--- config.mk ---
export PLATFORM = sky130hd
export DESIGN_NAME = alpha_blend_rgba8_over_core
export DESIGN_NICKNAME = d
export VERILOG_FILES = /design/src/rtl/abo_pkg.sv /design/src/rtl/abo_ctrl.sv /design/src/rtl/abo_chan.sv /design/src/rtl/alpha_blend_rgba8_over_core.sv
export SDC_FILE = /design/constraint.sdc
export NUM_CORES = 1
export LEC_CHECK = 0
export ABC_AREA = 1
export BUFFER_PORTS_ARGS = -buffer_cell sky130_fd_sc_hd__buf_2
export CORE_MARGIN = 2
export CORE_UTILIZATION = 60
export DETAILED_ROUTE_END_ITERATION = 8
export HOLD_SLACK_MARGIN = 0.1
export PLACE_DENSITY = 0.89
export SETUP_SLACK_MARGIN = 0.15
export SYNTH_ARGS = -nofsm -noshare
export SYNTH_HDL_FRONTEND = slang
export SYNTH_SLANG_ARGS = --single-unit
--- constraint.sdc ---
create_clock -name aclk -period 12.4 [get_ports aclk]
set_input_delay 3.1 -clock aclk [delete_from_list [all_inputs] [get_ports aclk]]
set_output_delay 3.1 -clock aclk [all_outputs]
set_load 0.03 [all_outputs]
--- src/rtl/abo_pkg.sv ---
package abo_pkg;

    // register stages from input beat to output register
    localparam int NumStages = 4;

    localparam logic [7:0]  HalfLo    = 8'd126;
    localparam logic [7:0]  HalfHi    = 8'd129;
    localparam logic [7:0]  ChanMax   = 8'd255;
    // (2x + 255) / 510 equals (x + 127) / 255 for integer x
    localparam logic [15:0] RoundBias = 16'd127;

    typedef struct packed {
        logic [NumStages-1:0] load;
    } stage_ctl_t;

endpackage

--- src/rtl/abo_ctrl.sv ---
module abo_ctrl (
    input  logic                aclk,
    input  logic                aresetn,
    input  logic                s_valid,
    output logic                s_ready,
    input  logic                s_last,
    output logic                m_valid,
    input  logic                m_ready,
    output logic                m_last,
    output abo_pkg::stage_ctl_t ctl
);

    logic [abo_pkg::NumStages-1:0] valid_reg;
    logic [abo_pkg::NumStages-1:0] valid_next;
    logic [abo_pkg::NumStages-1:0] last_reg;
    logic [abo_pkg::NumStages-1:0] go;

    // a stage may load when it is empty or its content moves on
    always_comb begin
        go[abo_pkg::NumStages-1] = !valid_reg[abo_pkg::NumStages-1] || m_ready;
        for (int i = abo_pkg::NumStages - 2; i >= 0; i--) begin
            go[i] = !valid_reg[i] || go[i+1];
        end
    end

    always_comb begin
        valid_next = valid_reg;
        if (go[0]) begin
            valid_next[0] = s_valid;
        end
        for (int i = 1; i < abo_pkg::NumStages; i++) begin
            if (go[i]) begin
                valid_next[i] = valid_reg[i-1];
            end
        end
    end

    always_ff @(posedge aclk) begin
        if (!aresetn) begin
            valid_reg <= '0;
        end else begin
            valid_reg <= valid_next;
        end
    end

    // last flag travels alongside the pixel data
    always_ff @(posedge aclk) begin
        if (go[0]) begin
            last_reg[0] <= s_last;
        end
        for (int i = 1; i < abo_pkg::NumStages; i++) begin
            if (go[i]) begin
                last_reg[i] <= last_reg[i-1];
            end
        end
    end

    assign ctl.load = go;
    assign s_ready  = go[0];
    assign m_valid  = valid_reg[abo_pkg::NumStages-1];
    assign m_last   = last_reg[abo_pkg::NumStages-1];

endmodule

--- src/rtl/abo_chan.sv ---
module abo_chan (
    input  logic                aclk,
    input  abo_pkg::stage_ctl_t ctl,
    input  logic [7:0]          src,
    input  logic [7:0]          dst,
    input  logic [7:0]          alpha,
    output logic [7:0]          blended
);

    // stage 0: products
    logic [15:0] p_src_reg;
    logic [15:0] p_dst_reg;
    logic        half0_reg;
    logic [7:0]  hsum0_reg;
    // stage 1: weighted sum plus rounding bias
    logic [15:0] y1_reg;
    logic        half1_reg;
    logic [7:0]  hsum1_reg;
    // stage 2: quotient estimate by reciprocal of 255
    logic [15:0] y2_reg;
    logic [7:0]  qe2_reg;
    logic        half2_reg;
    logic [7:0]  hsum2_reg;
    // stage 3: output
    logic [7:0]  out_reg;
    logic [7:0]  out_next;

    logic [7:0]  inv_alpha;
    logic [8:0]  hsum_wide;
    logic [23:0] y_times_257;
    logic [15:0] rem;

    assign inv_alpha = abo_pkg::ChanMax - alpha;
    assign hsum_wide = {1'b0, src} + {1'b0, dst} + 9'd1;

    always_ff @(posedge aclk) begin
        if (ctl.load[0]) begin
            p_src_reg <= {8'd0, alpha} * {8'd0, src};
            p_dst_reg <= {8'd0, inv_alpha} * {8'd0, dst};
            half0_reg <= (alpha >= abo_pkg::HalfLo) && (alpha <= abo_pkg::HalfHi);
            hsum0_reg <= hsum_wide[8:1];
        end
    end

    // largest sum is 65025 + 127, still inside 16 bits
    always_ff @(posedge aclk) begin
        if (ctl.load[1]) begin
            y1_reg    <= p_src_reg + p_dst_reg + abo_pkg::RoundBias;
            half1_reg <= half0_reg;
            hsum1_reg <= hsum0_reg;
        end
    end

    // y * 257 / 65536 undershoots y / 255 by less than one
    assign y_times_257 = {y1_reg, 8'd0} + {8'd0, y1_reg};

    always_ff @(posedge aclk) begin
        if (ctl.load[2]) begin
            y2_reg    <= y1_reg;
            qe2_reg   <= y_times_257[23:16];
            half2_reg <= half1_reg;
            hsum2_reg <= hsum1_reg;
        end
    end

    // remainder below 510, one correction step
    assign rem = y2_reg - {qe2_reg, 8'd0} + {8'd0, qe2_reg};

    always_comb begin
        if (half2_reg) begin
            out_next = hsum2_reg;
        end else if (rem >= {8'd0, abo_pkg::ChanMax}) begin
            out_next = qe2_reg + 8'd1;
        end else begin
            out_next = qe2_reg;
        end
    end

    always_ff @(posedge aclk) begin
        if (ctl.load[3]) begin
            out_reg <= out_next;
        end
    end

    assign blended = out_reg;

endmodule

--- src/rtl/alpha_blend_rgba8_over_core.sv ---
// source-over blend of an rgba8 source pixel onto an rgb8 destination pixel
//
// input channel (s_): one beat carries the source colour and alpha, the
// destination colour and a last flag marking the end of a span
// output channel (m_): one beat per input beat, same order, carrying the
// blended colour and the copied last flag
// alpha 0 returns the destination, alpha 126 to 129 averages source and
// destination rounding up, any other alpha blends at alpha/255 rounded
// to nearest; alpha 255 returns the source exactly
//
// throughput: one beat per clock while the receiver keeps m_ready high,
// held by a four-stage pipeline per channel (multiply, sum, reciprocal
// estimate, remainder correction); a beat passes each stage register in
// that order before it is on the m_ side
//
// reset (aresetn low, synchronous) empties the pipeline: m_valid drops and
// s_ready rises on the next cycle; no other state is held
// when the receiver stalls, a full stage holds its beat unless a stage after
// it is free; s_ready stays high while any stage has a free slot, so bubbles
// are squeezed out before the input side is held off
module alpha_blend_rgba8_over_core (
    input  logic       aclk,
    input  logic       aresetn,
    // pixel input
    input  logic       s_valid,
    output logic       s_ready,
    input  logic [7:0] s_src_red,
    input  logic [7:0] s_src_green,
    input  logic [7:0] s_src_blue,
    input  logic [7:0] s_src_alpha,
    input  logic [7:0] s_dst_red,
    input  logic [7:0] s_dst_green,
    input  logic [7:0] s_dst_blue,
    input  logic       s_last_pixel,
    // blended output
    output logic       m_valid,
    input  logic       m_ready,
    output logic [7:0] m_out_red,
    output logic [7:0] m_out_green,
    output logic [7:0] m_out_blue,
    output logic       m_out_last
);

    // per-stage load enables shared by the three colour lanes
    abo_pkg::stage_ctl_t ctl;

    // valid bits, ready chain and last flag
    abo_ctrl u_ctrl (
        .aclk    (aclk),
        .aresetn (aresetn),
        .s_valid (s_valid),
        .s_ready (s_ready),
        .s_last  (s_last_pixel),
        .m_valid (m_valid),
        .m_ready (m_ready),
        .m_last  (m_out_last),
        .ctl     (ctl)
    );

    // one arithmetic lane per colour channel, alpha shared
    abo_chan u_chan_red (
        .aclk    (aclk),
        .ctl     (ctl),
        .src     (s_src_red),
        .dst     (s_dst_red),
        .alpha   (s_src_alpha),
        .blended (m_out_red)
    );

    abo_chan u_chan_green (
        .aclk    (aclk),
        .ctl     (ctl),
        .src     (s_src_green),
        .dst     (s_dst_green),
        .alpha   (s_src_alpha),
        .blended (m_out_green)
    );

    abo_chan u_chan_blue (
        .aclk    (aclk),
        .ctl     (ctl),
        .src     (s_src_blue),
        .dst     (s_dst_blue),
        .alpha   (s_src_alpha),
        .blended (m_out_blue)
    );

endmodule

# Word-level counts from Yosys, hierarchy flattened
# Index checks and enable logic that the tools add are counted.
[op_classes] order_cmp=5 n_mul=6 n_reduce_logical=9 mux=6 n_addsub=25
[op_table] operator="8-bit by 8-bit multiplier with 16-bit output" count=6
[op_table] operator="24-bit by 16-bit adder with 24-bit output" count=3
[op_table] operator="16-bit adder" count=3
[op_table] operator="16-bit by 7-bit adder with 16-bit output (second input constant)" count=3
[op_table] operator="16-bit by 8-bit adder with 16-bit output" count=3
[op_table] operator="16-bit by 8-bit >= comparator with 1-bit output (second input constant)" count=3
[op_table] operator="8-bit 2-to-1 mux" count=6
[op_table] operator="16-bit subtractor" count=3
[op_table] operator="8-bit by 8-bit adder with 9-bit output" count=3
[op_table] operator="9-bit by 1-bit adder with 9-bit output (second input constant)" count=3
[op_table] operator="8-bit by 1-bit adder with 8-bit output (second input constant)" count=3
[op_table] operator="8-bit by 7-bit >= comparator with 1-bit output (second input constant)" count=1
[op_table] operator="8-bit <= comparator (second input constant)" count=1
[op_table] operator="8-bit subtractor (first input constant)" count=1
[op_table] operator="1-bit logical NOT" count=4
[op_table] operator="1-bit logical OR" count=4
[op_table] operator="1-bit logical AND" count=1
[totals] reg_bits=323 out_inout_bits=27 elab_cells=89

# Logic depth before layout (Yosys ltp)
# Gate-level depths: netlist (run 1).
[depth] word_depth=5 mapped_depth=21 mapped_depth_nobuf=21

# Modules after synthesis
# Synthesis (run 1) repeated with hierarchy kept, for this count alone.
[unflattened] hier_cells=3653 hier_area_um2=31829.3
[by_module_without_submodules] mod="abo_chan (u_chan_red)" cells_per_inst=1219 seq_area_each_um2=3213.1 n_inst=1 area_per_inst_um2=10552.6
[by_module_without_submodules] mod="abo_chan (u_chan_blue)" cells_per_inst=1216 seq_area_each_um2=3213.1 n_inst=1 area_per_inst_um2=10550.1
[by_module_without_submodules] mod="abo_chan (u_chan_green)" cells_per_inst=1194 seq_area_each_um2=3213.1 n_inst=1 area_per_inst_um2=10432.5
[by_module_without_submodules] mod="abo_ctrl" cells_per_inst=24 seq_area_each_um2=200.2 n_inst=1 area_per_inst_um2=294.0

# Worst setup path after synthesis (run 1)
# No wires, ideal clock.
[synth_path] path_kind="input port to output port" from="input m_ready" to="output s_ready" path_stages=6 required_time_ns=9.300 slack_ns=0.493 arrival_time_ns=8.807 n_path_buf=0 cell_sequence="nor2_1 -> inv_1 -> nor2_1 -> inv_1 -> nor2_1 -> nand2_1"
[synth_rtl] item="start, declared" line="alpha_blend_rgba8_over_core.sv:37" text="input logic m_ready,"
[synth_rtl] item="end, declared" line="alpha_blend_rgba8_over_core.sv:26" text="output logic s_ready,"

==> flow_summary.json, run 1 <==
{
  "clock_sinks": 323,
  "async_reset_ff_share_pct": 0,
  "syn_nets": 4297,
  "ff2ff_path_depth": 9,
  "grt_pass1_vias": 24550,
  "status": "completed",
  "antenna_found_initial": 3,
  "min_path_type": "reg -> reg",
  "syn2layout_area_growth_pct": 7.018,
  "core_um2": 51410,
  "critPathKind": "in -> out",
  "max_cap_violations": 0,
  "r2r_setup_slack_ps": 9030,
  "power.density_nw_per_um2": 280.8,
  "cp.arrival_ps": 5200,
  "final_cell_area_um2": 33460,
  "die_w_um": 232.3,
  "worstReg2RegStart": "u_ctrl.valid_reg[3]$_SDFFE_PN0P_",
  "synth-main-ff-cell": "edfxtp_1",
  "dp_slack_ps": 4095,
  "ys_warn_count": 0,
  "fp.dieH_um": 232.3,
  "fp.dieArea_um2": 53960,
  "cts_max_level": 2,
  "fin_tns_setup_ps": 0,
  "grt_pass1_wl_um": 117000,
  "gp_congestion": 0.9005,
  "whs_path_depth": 0,
  "holdPathEnd": "u_chan_blue.hsum1_reg[3]$_DFFE_PP_",
  "nets": 4363,
  "cts_buffer_depth": 3,
  "hold_slack_ps": 417.8,
  "route.detailed.drc": 0,
  "rows": 83,
  "via_count": 24000,
  "layout-drive-gt1-share_pct": 5.534,
  "start_util_pct": 60.83,
  "dp_hpwl_um": 53410,
  "synth_edf_count": 319,
  "p_leak_nw": 18.28,
  "required_ps": 9300,
  "first_pass_iters": 9,
  "reg2reg_to": "u_ctrl.last_reg[0]$_DFFE_PP_",
  "min_from": "u_chan_blue.hsum0_reg[3]$_DFFE_PP_",
  "via_per_inst": 5.515,
  "ctsHoldBuffers": 0,
  "rsz0062_at_grt": "no",
  "ys_seq_elements": 323,
  "crit_path_end_kind": "output port",
  "ys_types": 49,
  "post-cts-setup-buffers": 0,
  "timing.fmax_ghz": 0.1205,
  "drtAntennaViolNets": 0,
  "synth_area_um2": 31270,
  "cts_buffers": 34,
  "post_cts_resize_count": 0,
  "fin_skew_ps": 27.55,
  "wl_per_cell_um": 16.28,
  "cts_tree": "built",
  "placed_cell_area_um2": 32360,
  "fillers": 3748,
  "synth.avg_cell_area_um2": 8.737,
  "cts-root-buf": "clkbuf_16",
  "clk_pin_slew_ps": 60,
  "irDropWorstVdd_mv": 0.1338,
  "io_buffers": 87,
  "overflow": 0,
  "grt_max_degree": 74,
  "maxSlewHeadroom_pct": 34.04,
  "final_util_pct": 65.10,
  "netlist_instances": 3579,
  "finalHoldViolations": 0,
  "wirelength_um": 70850,
  "finalMaxSlewViolations": 0,
  "critPathLaunchType": "primary input",
  "finalCriticalPeriod_ps": 8296,
  "tightest_slew_ps": 989.3,
  "grt_util_all_layers_pct": 26.98,
  "yosysSeqAreaShare_pct": 30.89,
  "setup_slack_ps": 4104,
  "num_io_pins": 88,
  "clock_latency_ps": 540,
  "setup_violations": 0,
  "crit_fanout": 52,
  "post-route-period-util_pct": 66.91,
  "drt_iter0_markers": 2125
}
==> power by group <==
part / switching [W] / internal, W
Sequential: 0.000255 / 0.00191
Combinational: 0.00392 / 0.00229
Clock: 0.000434 / 0.000587
Total: 0.00461 / 0.00479
==> cells in the final DEF, fill, tap and decap left out, types with 4 or more instances in the layout <==
cell type / n
and2_1: 6
ha_1: 435
dfxtp_1: 4
xor2_1: 125
inv_1: 828
o31ai_1: 4
inv_2: 13
edfxtp_1: 319
xnor2_1: 52
a21oi_1: 152
nor3_2: 4
clkbuf_1: 7
a31oi_1: 14
a21o_1: 5
nand3b_1: 14
inv_6: 5
nor2_1: 277
o221ai_1: 11
o2111ai_1: 6
a21boi_0: 4
nand2_2: 15
nand2_1: 733
nor2_2: 4
nor3_1: 15
buf_2: 87
o21ai_0: 65
nand4_1: 50
clkbuf_16: 35
nand3_1: 100
buf_4: 13
fa_1: 222
==> kinds of logic after synthesis <==
logic type                 synth area share (%)
DFF                                       30.89
adders and majority gates                 31.62
xor gates and xnor gates                  4.958
and+or+nand+nor                           16.65
AOI/OAI and AO/OA                         4.806
buffers and inverters                     11.08
==> per-stage QoR <==
stage,power (W),std cells
after detailed placement,0.008213,4289
after global placement,0.007922,4289
after global routing,0.01029,4350
final,0.009396,4351
after CTS,0.009329,4348
after floorplan,0.006844,3579
==> per-layer routing <==
layer / vias to the layer above / wire (um) / global-route usage [%]
met2: 1090 / 34320 / 46.84
li1: 11390 / - / -
met4: 2 / 3916 / 13.90
met5: - / 14 / 0
met1: 11240 / 27080 / 32.57
met3: 269 / 5524 / 3.942
==> worst max-delay path: stages <==
cell     delay (ps)
buf_2            90
nor2_1           90
inv_1            50
buf_4           250
nor2_1          220
inv_4           180
nor2_1          320
nand2_4         480
buf_2           360
==> synthesized netlist by cell type (17+ instances only) <==
master | number | area, um^2
inv_1 | 830 | 3115
nand2_1 | 734 | 2755
ha_1 | 435 | 5443
edfxtp_1 | 319 | 9579
nor2_1 | 277 | 1040
fa_1 | 222 | 4444
a21oi_1 | 152 | 760.7
xor2_1 | 125 | 1095
nand3_1 | 100 | 500.5
o21ai_0 | 65 | 325.3
xnor2_1 | 52 | 455.4
nand4_1 | 50 | 312.8
clkbuf_1 | 41 | 153.9
clkbuf_2 | 17 | 85.08
==> layout make-up <==
type | count | area [um^2] | area share [%]
Clock inverter | 17 | 191.4 | 0.5721
Sequential cell | 323 | 9659 | 28.87
Antenna cell | 3 | 7.507 | 0.02243
Timing Repair Buffer | 100 | 533.0 | 1.593
Inverter | 843 | 3167 | 9.463
Tap cell | 680 | 850.8 | 2.543
Clock buffer | 42 | 902.1 | 2.696
Multi-Input combinational cell | 2343 | 18150 | 54.25
==> how the worst max path moves through the flow <==
stage / from / to / slack, ps / cells after the start
after detailed placement: m_ready / s_ready / 4100 / 9
after global placement: m_ready / s_ready / 4160 / 9
after floorplan: m_ready / s_ready / 490 / 6
after global routing: m_ready / s_ready / 3890 / 9
after CTS: m_ready / s_ready / 4080 / 9
final: m_ready / s_ready / 4100 / 9
Note: power is estimated with default switching activity, not from simulation.
==> run 2, diff against run 1 <==
--- a/config.mk
+++ b/config.mk
@@ -8,10 +8,10 @@
 export ABC_AREA = 1
 export BUFFER_PORTS_ARGS = -buffer_cell sky130_fd_sc_hd__buf_2
 export CORE_MARGIN = 2
-export CORE_UTILIZATION = 60
+export CORE_UTILIZATION = 59
 export DETAILED_ROUTE_END_ITERATION = 8
 export HOLD_SLACK_MARGIN = 0.1
-export PLACE_DENSITY = 0.89
+export PLACE_DENSITY = 0.91
 export SETUP_SLACK_MARGIN = 0.15
 export SYNTH_ARGS = -nofsm -noshare
 export SYNTH_HDL_FRONTEND = slang
==> constraint.sdc (replaced) <==
create_clock -name aclk -period 6.9 [get_ports aclk]
set_input_delay 1.725 -clock aclk [delete_from_list [all_inputs] [get_ports aclk]]
set_output_delay 1.725 -clock aclk [all_outputs]
set_load 0.03 [all_outputs]
==> run 2 against run 1 <==
Via count is 0.90% higher; clock power up 80%; combinational power grew 82%; largest cell class unchanged.
==> flow_summary.json, run 2 (synthesis gave the netlist of run 1 again) <==
{
  "status": "completed",
  "layout-drive-gt1-share_pct": 5.681,
  "first_pass_iters": 6,
  "cp_cell_sequence": "buf_2, inv_1, nand2_1, fa_1, fa_1, inv_1, fa_1, inv_1, fa_1, inv_1, ha_1, a21oi_1, o21ai_0, a21oi_1, o21ai_0, a21oi_1, nor2_1, nor2_1, xnor2_1",
  "p_leak_nw": 18.33,
  "via_per_inst": 5.531,
  "maxSlewHeadroom_pct": 32.29,
  "crit_slowest_cell": "buf_2",
  "multi_input_area_um2": 18160,
  "crit_fanout": 27,
  "nets": 4374,
  "cp.arrival_ps": 6240,
  "cts_max_level": 2,
  "cts-root-buf": "clkbuf_16",
  "io_buffers": 87,
  "irDropWorstVdd_mv": 0.2452,
  "antenna_found_initial": 10,
  "cts_buffer_depth": 3,
  "core_um2": 52450,
  "final_cell_mix": "inv_1, nand2_1, ha_1, edfxtp_1, nor2_1",
  "fin_tns_setup_ps": 0,
  "post-route-period-util_pct": 85.87,
  "rows": 84,
  "gp_congestion": 0.9094,
  "critPathBufInv": 5,
  "required_ps": 7220,
  "sequential_cell_area_um2": 9659,
  "wirelength_um": 73410,
  "hold_slack_ps": 413.4,
  "clk_pin_slew_ps": 60,
  "grt_util_all_layers_pct": 27.51,
  "layout_commonest_cell": "inv_1",
  "critPathLaunchType": "primary input",
  "fillers": 3807,
  "clock_latency_ps": 570,
  "die_w_um": 234.2,
  "tightest_slew_ps": 1014,
  "cp_top_family": "adder cells",
  "cts_buffers": 35,
  "r2r_setup_slack_ps": 3690,
  "whs_path_depth": 0,
  "crit_path_end_kind": "flip-flop",
  "min_path_type": "reg -> reg",
  "start_util_pct": 59.62,
  "dp_hpwl_um": 55290,
  "finalHoldViolations": 0,
  "ff2ff_path_depth": 12,
  "grt_pass1_vias": 25020,
  "syn2layout_area_growth_pct": 7.499,
  "slowest_delay_ps": 560,
  "route.detailed.drc": 0,
  "min_from": "u_chan_green.hsum1_reg[3]$_DFFE_PP_",
  "layout.cells.non_filler": 4377,
  "critPathKind": "in -> reg",
  "drtAntennaViolNets": 0,
  "grt_pass1_wl_um": 119500,
  "grt_max_degree": 75,
  "overflow": 0,
  "rsz0062_at_grt": "no",
  "wl_per_cell_um": 16.77,
  "post-cts-setup-buffers": 0,
  "num_io_pins": 88,
  "fin_skew_ps": 38.90,
  "max_cap_violations": 0,
  "fp.dieArea_um2": 54850,
  "holdPathEnd": "u_chan_green.hsum2_reg[3]$_DFFE_PP_",
  "timing.fmax_ghz": 0.1688,
  "worstReg2RegStart": "u_chan_green.p_dst_reg[1]$_DFFE_PP_",
  "post_cts_resize_count": 0,
  "placed_cells": 4307,
  "power.density_nw_per_um2": 507.1,
  "ctsHoldBuffers": 0,
  "drt_iter0_markers": 2452,
  "finalMaxSlewViolations": 0,
  "finalCriticalPeriod_ps": 5925,
  "via_count": 24210,
  "cts_tree": "built",
  "setup_violations": 0,
  "clock_sinks": 323,
  "reg2reg_to": "u_chan_green.y1_reg[15]$_DFFE_PP_",
  "fp.dieH_um": 234.2
}
==> run 2: layout make-up <==
type | count | area share, %
Antenna cell | 10 | 0.07445
Multi-Input combinational cell | 2343 | 54.03
Sequential cell | 323 | 28.74
Timing Repair Buffer | 110 | 1.958
Clock buffer | 45 | 2.717
Tap cell | 688 | 2.561
Inverter | 843 | 9.429
Clock inverter | 15 | 0.4951
==> run 2: per-stage QoR <==
step	utilization (%)	setup slack, ps	total power [W]	area [um^2]
6_report	64.09	975.2	0.01705	33610
3_3_place_gp	61.99	607.5	0.01434	32510
5_1_grt	64.08	749.1	0.01867	33610
3_5_place_dp	61.99	487.2	0.01485	32510
4_1_cts	64.04	1059	0.01691	33590
2_1_floorplan	-	159.4	0.01230	31290
==> run 2: per-layer routing <==
metal	track usage [%]	share of wire, %	up-vias	wire length [um]
li1	-	-	11410	-
met1	32.09	37	11260	27350
met2	47.07	48	1225	35200
met3	5.666	8.8	314	6451
met4	15.86	6.0	2	4394
met5	0	0.014	-	10
==> run 2: report_power, final <==
group	total (W)	internal, W	leakage [nW]	switching (W)
clock	0.00184	0.00105	0.522	0.000786
combinational	0.0113	0.00413	14.4	0.00721
sequential	0.00386	0.00343	3.45	0.000432
==> run 2: how the worst max path moves through the flow <==
stage | slack, ps | start | to | depth (start not counted)
floorplan | 160 | m_ready | s_ready | 6
global placement | 610 | s_src_alpha[3] | u_chan_red.p_dst_reg[14]$_DFFE_PP_ | 19
detailed placement | 490 | s_src_alpha[3] | u_chan_red.p_dst_reg[14]$_DFFE_PP_ | 19
CTS | 1060 | s_src_alpha[3] | u_chan_red.p_dst_reg[14]$_DFFE_PP_ | 19
global route | 750 | s_src_alpha[3] | u_chan_red.p_dst_reg[14]$_DFFE_PP_ | 19
finish | 980 | s_src_alpha[3] | u_chan_green.p_dst_reg[14]$_DFFE_PP_ | 19
